## src/sv/upi_pkg.sv

```systemverilog
// Package with the constants, types and arctangent table of the pose integrator.
`timescale 1ns / 1ps
`default_nettype none

package upi_pkg;

    localparam int POSITION_WIDTH = 32;
    localparam int ANGLE_WIDTH    = 16;
    localparam int CORDIC_STEPS   = 16;

    localparam int TIME_WIDTH     = 16;
    localparam int VEL_WIDTH      = 16;
    localparam int SCALED_WIDTH   = 32;
    localparam int CORDIC_WIDTH   = 34;
    localparam int PROD_WIDTH     = 2 * CORDIC_WIDTH;
    localparam int DELTA_WIDTH    = 24;
    localparam int SUM_WIDTH      = ((POSITION_WIDTH > DELTA_WIDTH) ?
                                     POSITION_WIDTH : DELTA_WIDTH) + 1;
    localparam int POS_SHIFT      = 42;
    localparam int TURN_SHIFT     = 60 - ANGLE_WIDTH;
    localparam int ITER_WIDTH     = $clog2(CORDIC_STEPS);

    localparam logic [TIME_WIDTH-1:0] TIME_STEP_RESET = 16'd6554;
    localparam logic [31:0] INV_TWO_PI_Q32  = 32'd683565276;
    localparam logic [31:0] CORDIC_GAIN_Q30 = 32'd652032874;

    typedef enum logic [2:0] {
        ST_IDLE,
        ST_ROTATE,
        ST_MUL_X,
        ST_MUL_Y,
        ST_MUL_H,
        ST_ADD_H,
        ST_FINISH
    } upi_state_t;

    typedef enum logic [1:0] {
        MUL_COS,
        MUL_SIN,
        MUL_TURN
    } upi_mul_sel_t;

    typedef struct packed {
        logic                  load;
        logic                  rotate;
        logic [ITER_WIDTH-1:0] iter;
        logic                  mul_en;
        upi_mul_sel_t          mul_sel;
        logic                  upd_x;
        logic                  upd_y;
        logic                  upd_h;
        logic                  out_load;
    } upi_cmd_t;

    function automatic logic [31:0] atan_entry(input logic [4:0] idx);
        logic [31:0] r;
        case (idx)
            5'd0:    r = 32'h20000000;
            5'd1:    r = 32'h12E4051E;
            5'd2:    r = 32'h09FB385B;
            5'd3:    r = 32'h051111D4;
            5'd4:    r = 32'h028B0D43;
            5'd5:    r = 32'h0145D7E1;
            5'd6:    r = 32'h00A2F61E;
            5'd7:    r = 32'h00517C55;
            5'd8:    r = 32'h0028BE53;
            5'd9:    r = 32'h00145F2F;
            5'd10:   r = 32'h000A2F98;
            5'd11:   r = 32'h000517CC;
            5'd12:   r = 32'h00028BE6;
            5'd13:   r = 32'h000145F3;
            5'd14:   r = 32'h0000A2FA;
            5'd15:   r = 32'h0000517D;
            5'd16:   r = 32'h000028BE;
            5'd17:   r = 32'h0000145F;
            5'd18:   r = 32'h00000A30;
            5'd19:   r = 32'h00000518;
            5'd20:   r = 32'h0000028C;
            5'd21:   r = 32'h00000146;
            5'd22:   r = 32'h000000A3;
            5'd23:   r = 32'h00000051;
            default: r = 32'h00000000;
        endcase
        return r;
    endfunction

endpackage

`default_nettype wire

```

## src/sv/upi_ctrl.sv

```systemverilog
// Controller state machine that sequences the rotation, multiply and update steps.
`timescale 1ns / 1ps
`default_nettype none

module upi_ctrl
    import upi_pkg::*;
(
    input  wire logic     clk,
    input  wire logic     rst_n,
    input  wire logic     in_valid,
    output logic          in_stall,
    output logic          out_valid,
    input  wire logic     out_stall,
    output upi_cmd_t      cmd
);

    upi_state_t            state_reg, state_next;
    logic [ITER_WIDTH-1:0] iter_reg, iter_next;
    logic                  out_valid_reg, out_valid_next;
    logic                  accept;
    logic                  out_free;
    logic                  last_iter;

    assign accept    = in_valid && (state_reg == ST_IDLE);
    assign out_free  = !out_valid_reg || !out_stall;
    assign last_iter = (iter_reg == ITER_WIDTH'(CORDIC_STEPS - 1));

    always_ff @(posedge clk or negedge rst_n)
    begin
        if (!rst_n)
        begin
            state_reg     <= ST_IDLE;
            iter_reg      <= '0;
            out_valid_reg <= 1'b0;
        end
        else
        begin
            state_reg     <= state_next;
            iter_reg      <= iter_next;
            out_valid_reg <= out_valid_next;
        end
    end

    always_comb
    begin
        state_next = state_reg;
        iter_next  = iter_reg;
        case (state_reg)
            ST_IDLE:
            begin
                iter_next = '0;
                if (accept)
                begin
                    state_next = ST_ROTATE;
                end
            end
            ST_ROTATE:
            begin
                iter_next = iter_reg + 1'b1;
                if (last_iter)
                begin
                    state_next = ST_MUL_X;
                end
            end
            ST_MUL_X:  state_next = ST_MUL_Y;
            ST_MUL_Y:  state_next = ST_MUL_H;
            ST_MUL_H:  state_next = ST_ADD_H;
            ST_ADD_H:  state_next = ST_FINISH;
            ST_FINISH:
            begin
                if (out_free)
                begin
                    state_next = ST_IDLE;
                end
            end
            default:   state_next = ST_IDLE;
        endcase
    end

    always_comb
    begin
        cmd            = '0;
        cmd.mul_sel    = MUL_COS;
        cmd.iter       = iter_reg;
        out_valid_next = out_valid_reg && out_stall;
        case (state_reg)
            ST_IDLE:   cmd.load = accept;
            ST_ROTATE: cmd.rotate = 1'b1;
            ST_MUL_X:
            begin
                cmd.mul_en  = 1'b1;
                cmd.mul_sel = MUL_COS;
            end
            ST_MUL_Y:
            begin
                cmd.mul_en  = 1'b1;
                cmd.mul_sel = MUL_SIN;
                cmd.upd_x   = 1'b1;
            end
            ST_MUL_H:
            begin
                cmd.mul_en  = 1'b1;
                cmd.mul_sel = MUL_TURN;
                cmd.upd_y   = 1'b1;
            end
            ST_ADD_H:  cmd.upd_h = 1'b1;
            ST_FINISH:
            begin
                if (out_free)
                begin
                    cmd.out_load   = 1'b1;
                    out_valid_next = 1'b1;
                end
            end
            default:   cmd = '0;
        endcase
    end

    assign in_stall  = (state_reg != ST_IDLE);
    assign out_valid = out_valid_reg;

endmodule

`default_nettype wire

```

## config.mk

```make
export PLATFORM = sky130hd
export DESIGN_NAME = upi_ctrl
export DESIGN_NICKNAME = d
export VERILOG_FILES = /design/src/sv/upi_pkg.sv /design/src/sv/upi_ctrl.sv
export SDC_FILE = /design/constraint.sdc
export NUM_CORES = 1
export LEC_CHECK = 0
export BUFFER_PORTS_ARGS = -buffer_cell sky130_fd_sc_hd__buf_4
export CORE_AREA = 4 4 41 43
export DETAILED_ROUTE_END_ITERATION = 8
export DIE_AREA = 0 0 45 47
export PLACE_DENSITY_LB_ADDON = 0.1
export SYNTH_ARGS = -nofsm -noshare
export SYNTH_HDL_FRONTEND = slang
export SYNTH_SLANG_ARGS = --single-unit
export TNS_END_PERCENT = 100
```

## constraint.sdc

```tcl
create_clock -name clk -period 1.8 [get_ports clk]
set_input_delay 0.18 -clock clk [delete_from_list [all_inputs] [get_ports clk]]
set_output_delay 0.18 -clock clk [all_outputs]
set_load 0.05 [all_outputs]
```

[Word level (Yosys, flattened, before mapping)]
Cells that the tools add are included.
Word-level totals
  flip-flop bits (word level): 8
  input port bits: 4
  word-level logic and storage cells: 40
Cells by class
  $add $sub $neg: 1
  eq/ne operators: 10
  muxes and demuxes: 16
  reduce and logical (&&, ||, !) cells: 10
Operator list (number)
  one-hot mux 3 bit (7 select lines): 1
  == test 3 bit (second input constant): 3
  2-to-1 mux 1 bit: 9
  2-to-1 mux 3 bit: 3
  one-hot mux 3 bit (3 select lines): 1
  one-hot mux 4 bit (2 select lines): 1
  OR reduction 7 bit: 1
  == test 3 x 2 -> 1 bit (second input constant): 2
  inequality test 2 bit (second input constant): 3
  adder 4 x 1 -> 4 bit (second input constant): 1
  == test 4 bit (second input constant): 1
  2-to-1 mux 4 bit: 1
  == test 3 x 1 -> 1 bit (second input constant): 1
  logical NOT 3 bit: 1
  AND reduction 3 bit: 1
  nonzero test 3 bit: 1
  logical AND 1 bit: 2
  logical NOT 1 bit: 2
  nonzero test 2 bit: 1
  logical OR 1 bit: 1

[Longest topological paths before layout]
  depth after elaboration: 4
  gate-level depth with buffers: 5
  gate-level depth less buffers: 3

[Least setup slack after synthesis]
Ideal clock, no wire load.
  kind: reg2out
  start: register state_reg[0]
  end: output port cmd[6] in the netlist's numbering
  arrival: 2.113 ns
  setup slack: -0.493 ns
  cell stages (with the launch flop): 4
  path buffers: 1
  cells stage by stage: dfrtp_1 > clkbuf_8 > nor3_1 > a21o_1
RTL lines
  from (decl): RTL line upi_ctrl.sv:17  | upi_state_t state_reg, state_next;
  from (signal assigned): RTL line upi_ctrl.sv:38  | state_reg <= state_next;
  to (decl): RTL line upi_ctrl.sv:14  | output upi_cmd_t cmd

==> results.py <==
metrics = {
    "outcome": {
        "status": "finished, final reports clean",
    },
    "sta": {
        "slew_violations": 0,
        "finClkSkew_ps": 5.61,
        "finalCritPeriodShare": 0.956,
        "fin_ws_ps": 80.0,
        "grt_setup_unrepaired": "no",
        "fin_crit_ps": 1720,
        "worstMarginPinSlew_ps": 289,
        "setup_viol": 0,
        "setup-tns-final_ps": 0,
        "relSlewSlack": 0.807,
        "fmaxAchievable_ghz": 0.581,
        "hold_viol_final": 0,
    },
    "setup_path": {
        "arrival_ps": 1540,
        "crit_path_end_kind": "output port",
        "crit_type": "flop to output port",
        "worstPathRequired_ps": 1620,
        "crit_fanout": 8,
        "cp-start-kind": "flop",
    },
    "global_route": {
        "grt-ovfl-total": 0,
        "grt_start_max_net_pins": 14,
        "grt_pass1_wl_um": 1740,
        "grt_pass1_vias": 422,
        "grt_antenna_before_repair": 0,
        "grt_use_total": 0.118,
    },
    "yosys": {
        "synthArstFlopShare": 1.00,
        "synthesis.nets": 61,
        "syn_area_per_cell_sq_um": 9.25,
        "ys_ff_latch": 8,
        "synthesis.area_sq_um": 518,
        "synth_cell_type_count": 30,
        "synth_edf_count": 0,
        "synth_warnings": 0,
        "ys.flop_type": "dfrtp_1",
        "syn_inst": 56,
        "yosysSeqAreaShare": 0.386,
    },
    "finish": {
        "diodes": 0,
        "utilization": 0.541,
        "seqCellArea_sq_um": 201,
        "area_delta_synth_final_pct": 36.0,
        "nFillCells": 121,
        "multiInputGateArea_sq_um": 283,
        "finalNetCount": 83,
        "layout-drive-gt1-share": 0.461,
        "instances_no_fill": 91,
        "largest_register_ffs": 4,
    },
    "placed_design": {
        "dp_cells": 85,
        "post-place-ws_ps": 255,
        "place_congestion": 0.744,
        "port_buffers": 18,
        "dp_hpwl_um": 813,
    },
    "clocking": {
        "numCtsBuffers": 3,
        "root_buffer": "clkbuf_4",
        "htreeDepth": 1,
        "ctsLongestPathBuffers": 2,
        "clk_pin_slew_ps": 50,
        "cts_tree": "done",
        "cts.sink_count": 8,
        "clk_latency_ps": 250,
    },
    "detailed_routing": {
        "wl_um": 1110,
        "viasPerCell": 5.04,
        "drc": 0,
        "drt_iter0_markers": 2,
        "ant_nets": 0,
        "drt-wirelength-per-cell_um": 12.2,
        "first_pass_iters": 4,
        "num_vias": 459,
    },
    "floorplanning": {
        "die_h_um": 47,
        "fp.dieW_um": 45,
        "ios": 19,
        "core_sq_um": 1300,
        "die-area_sq_um": 2120,
        "initial_utilization": 0.398,
        "fp-row-count": 13,
    },
    "worst_hold_path": {
        "hold_class": "primary input to flop",
    },
    "job": {
        "maxCapViolCount": 0,
    },
}
-- logic make-up (layout without fill, tap and decap cells) --
logic type,Yosys count,after routing,synth area share
compound gates,13,13,0.176
fa+ha+maj,1,1,0.0242
buf+inv,8,28,0.114
flops,8,8,0.386
mux,1,1,0.0217
simple gates,25,25,0.278
-- placed cells by master, fill, tap and decap left out, types with 2 or more instances in the layout --
master	n
nand2_1	6
a21oi_1	2
dfrtp_1	7
clkbuf_4	3
buf_4	21
and2_1	4
a22o_1	2
nand3_1	3
o21ai_0	3
inv_1	3
-- cell usage after synthesis, drive strengths merged, types with 2 or more instances --
cell type / n / share of area
a21o: 2 / 0.031
dfrtp: 8 / 0.39
a21oi: 2 / 0.019
a22o: 2 / 0.034
o21ai: 3 / 0.029
buf: 3 / 0.058
inv: 3 / 0.022
and2: 5 / 0.063
clkbuf: 2 / 0.034
nor3: 3 / 0.029
nand2: 6 / 0.043
nand3: 3 / 0.029
-- layer usage --
metal | GRT usage | routed length [um] | vias up
li1 | - | - | 238
met1 | 0.144 | 502 | 206
met2 | 0.175 | 533 | 11
met3 | 0.0345 | 61 | 4
met4 | 0.0877 | 16 | 0
met5 | 0 | 0 | -
-- path summary, 6_finish.rpt --
kind | depth (start not counted) | start | slack, ps | endpoint
min reg2reg | 2 | out_valid | 540 | out_valid
max | 3 | state_reg[1] | 80 | cmd[12]
max reg2reg | 3 | state_reg[2] | 350 | state_reg[1]
min in group asynchronous | 2 | rst_n | 280 | out_valid
max in group asynchronous | 2 | rst_n | 1370 | state_reg[1]
min | 3 | out_stall | 170 | out_valid
-- stage by stage --
| stage | hold slack (ps) | area, sq um |
|---|---|---|
| 2_1_floorplan | -116 | 542 |
| 3_3_place_gp | 9.14 | 656 |
| 3_5_place_dp | 5.56 | 656 |
| 4_1_cts | 162 | 689 |
| 5_1_grt | 186 | 704 |
| 6_report | 169 | 704 |
-- final cells by class --
class	count	area share
multi-input combinational	40	0.401
sequential	8	0.286
timing repair buffer	22	0.238
clock buffer	3	0.0320
tap	15	0.0266
inverter	3	0.0160
-- worst max-delay path: stages (launching register included) --
cell	delay, ps
dfrtp_2	470
or3_2	540
nor2_4	90
buf_4	190
-- timing repair --
| action | in CTS | in global routing |
|---|---|---|
| hold buffers | 1 | 0 |
| resized for setup | 1 | 0 |
| hold endpoints to repair | 8 | 0 |
| endpoints found under the setup margin | 1 | 1 |
| buffers inserted | 0 | 2 |
Power is left out: the tool's default activity adds up to more than one toggle a clock period on the data nets, which glitch-free logic cannot reach.
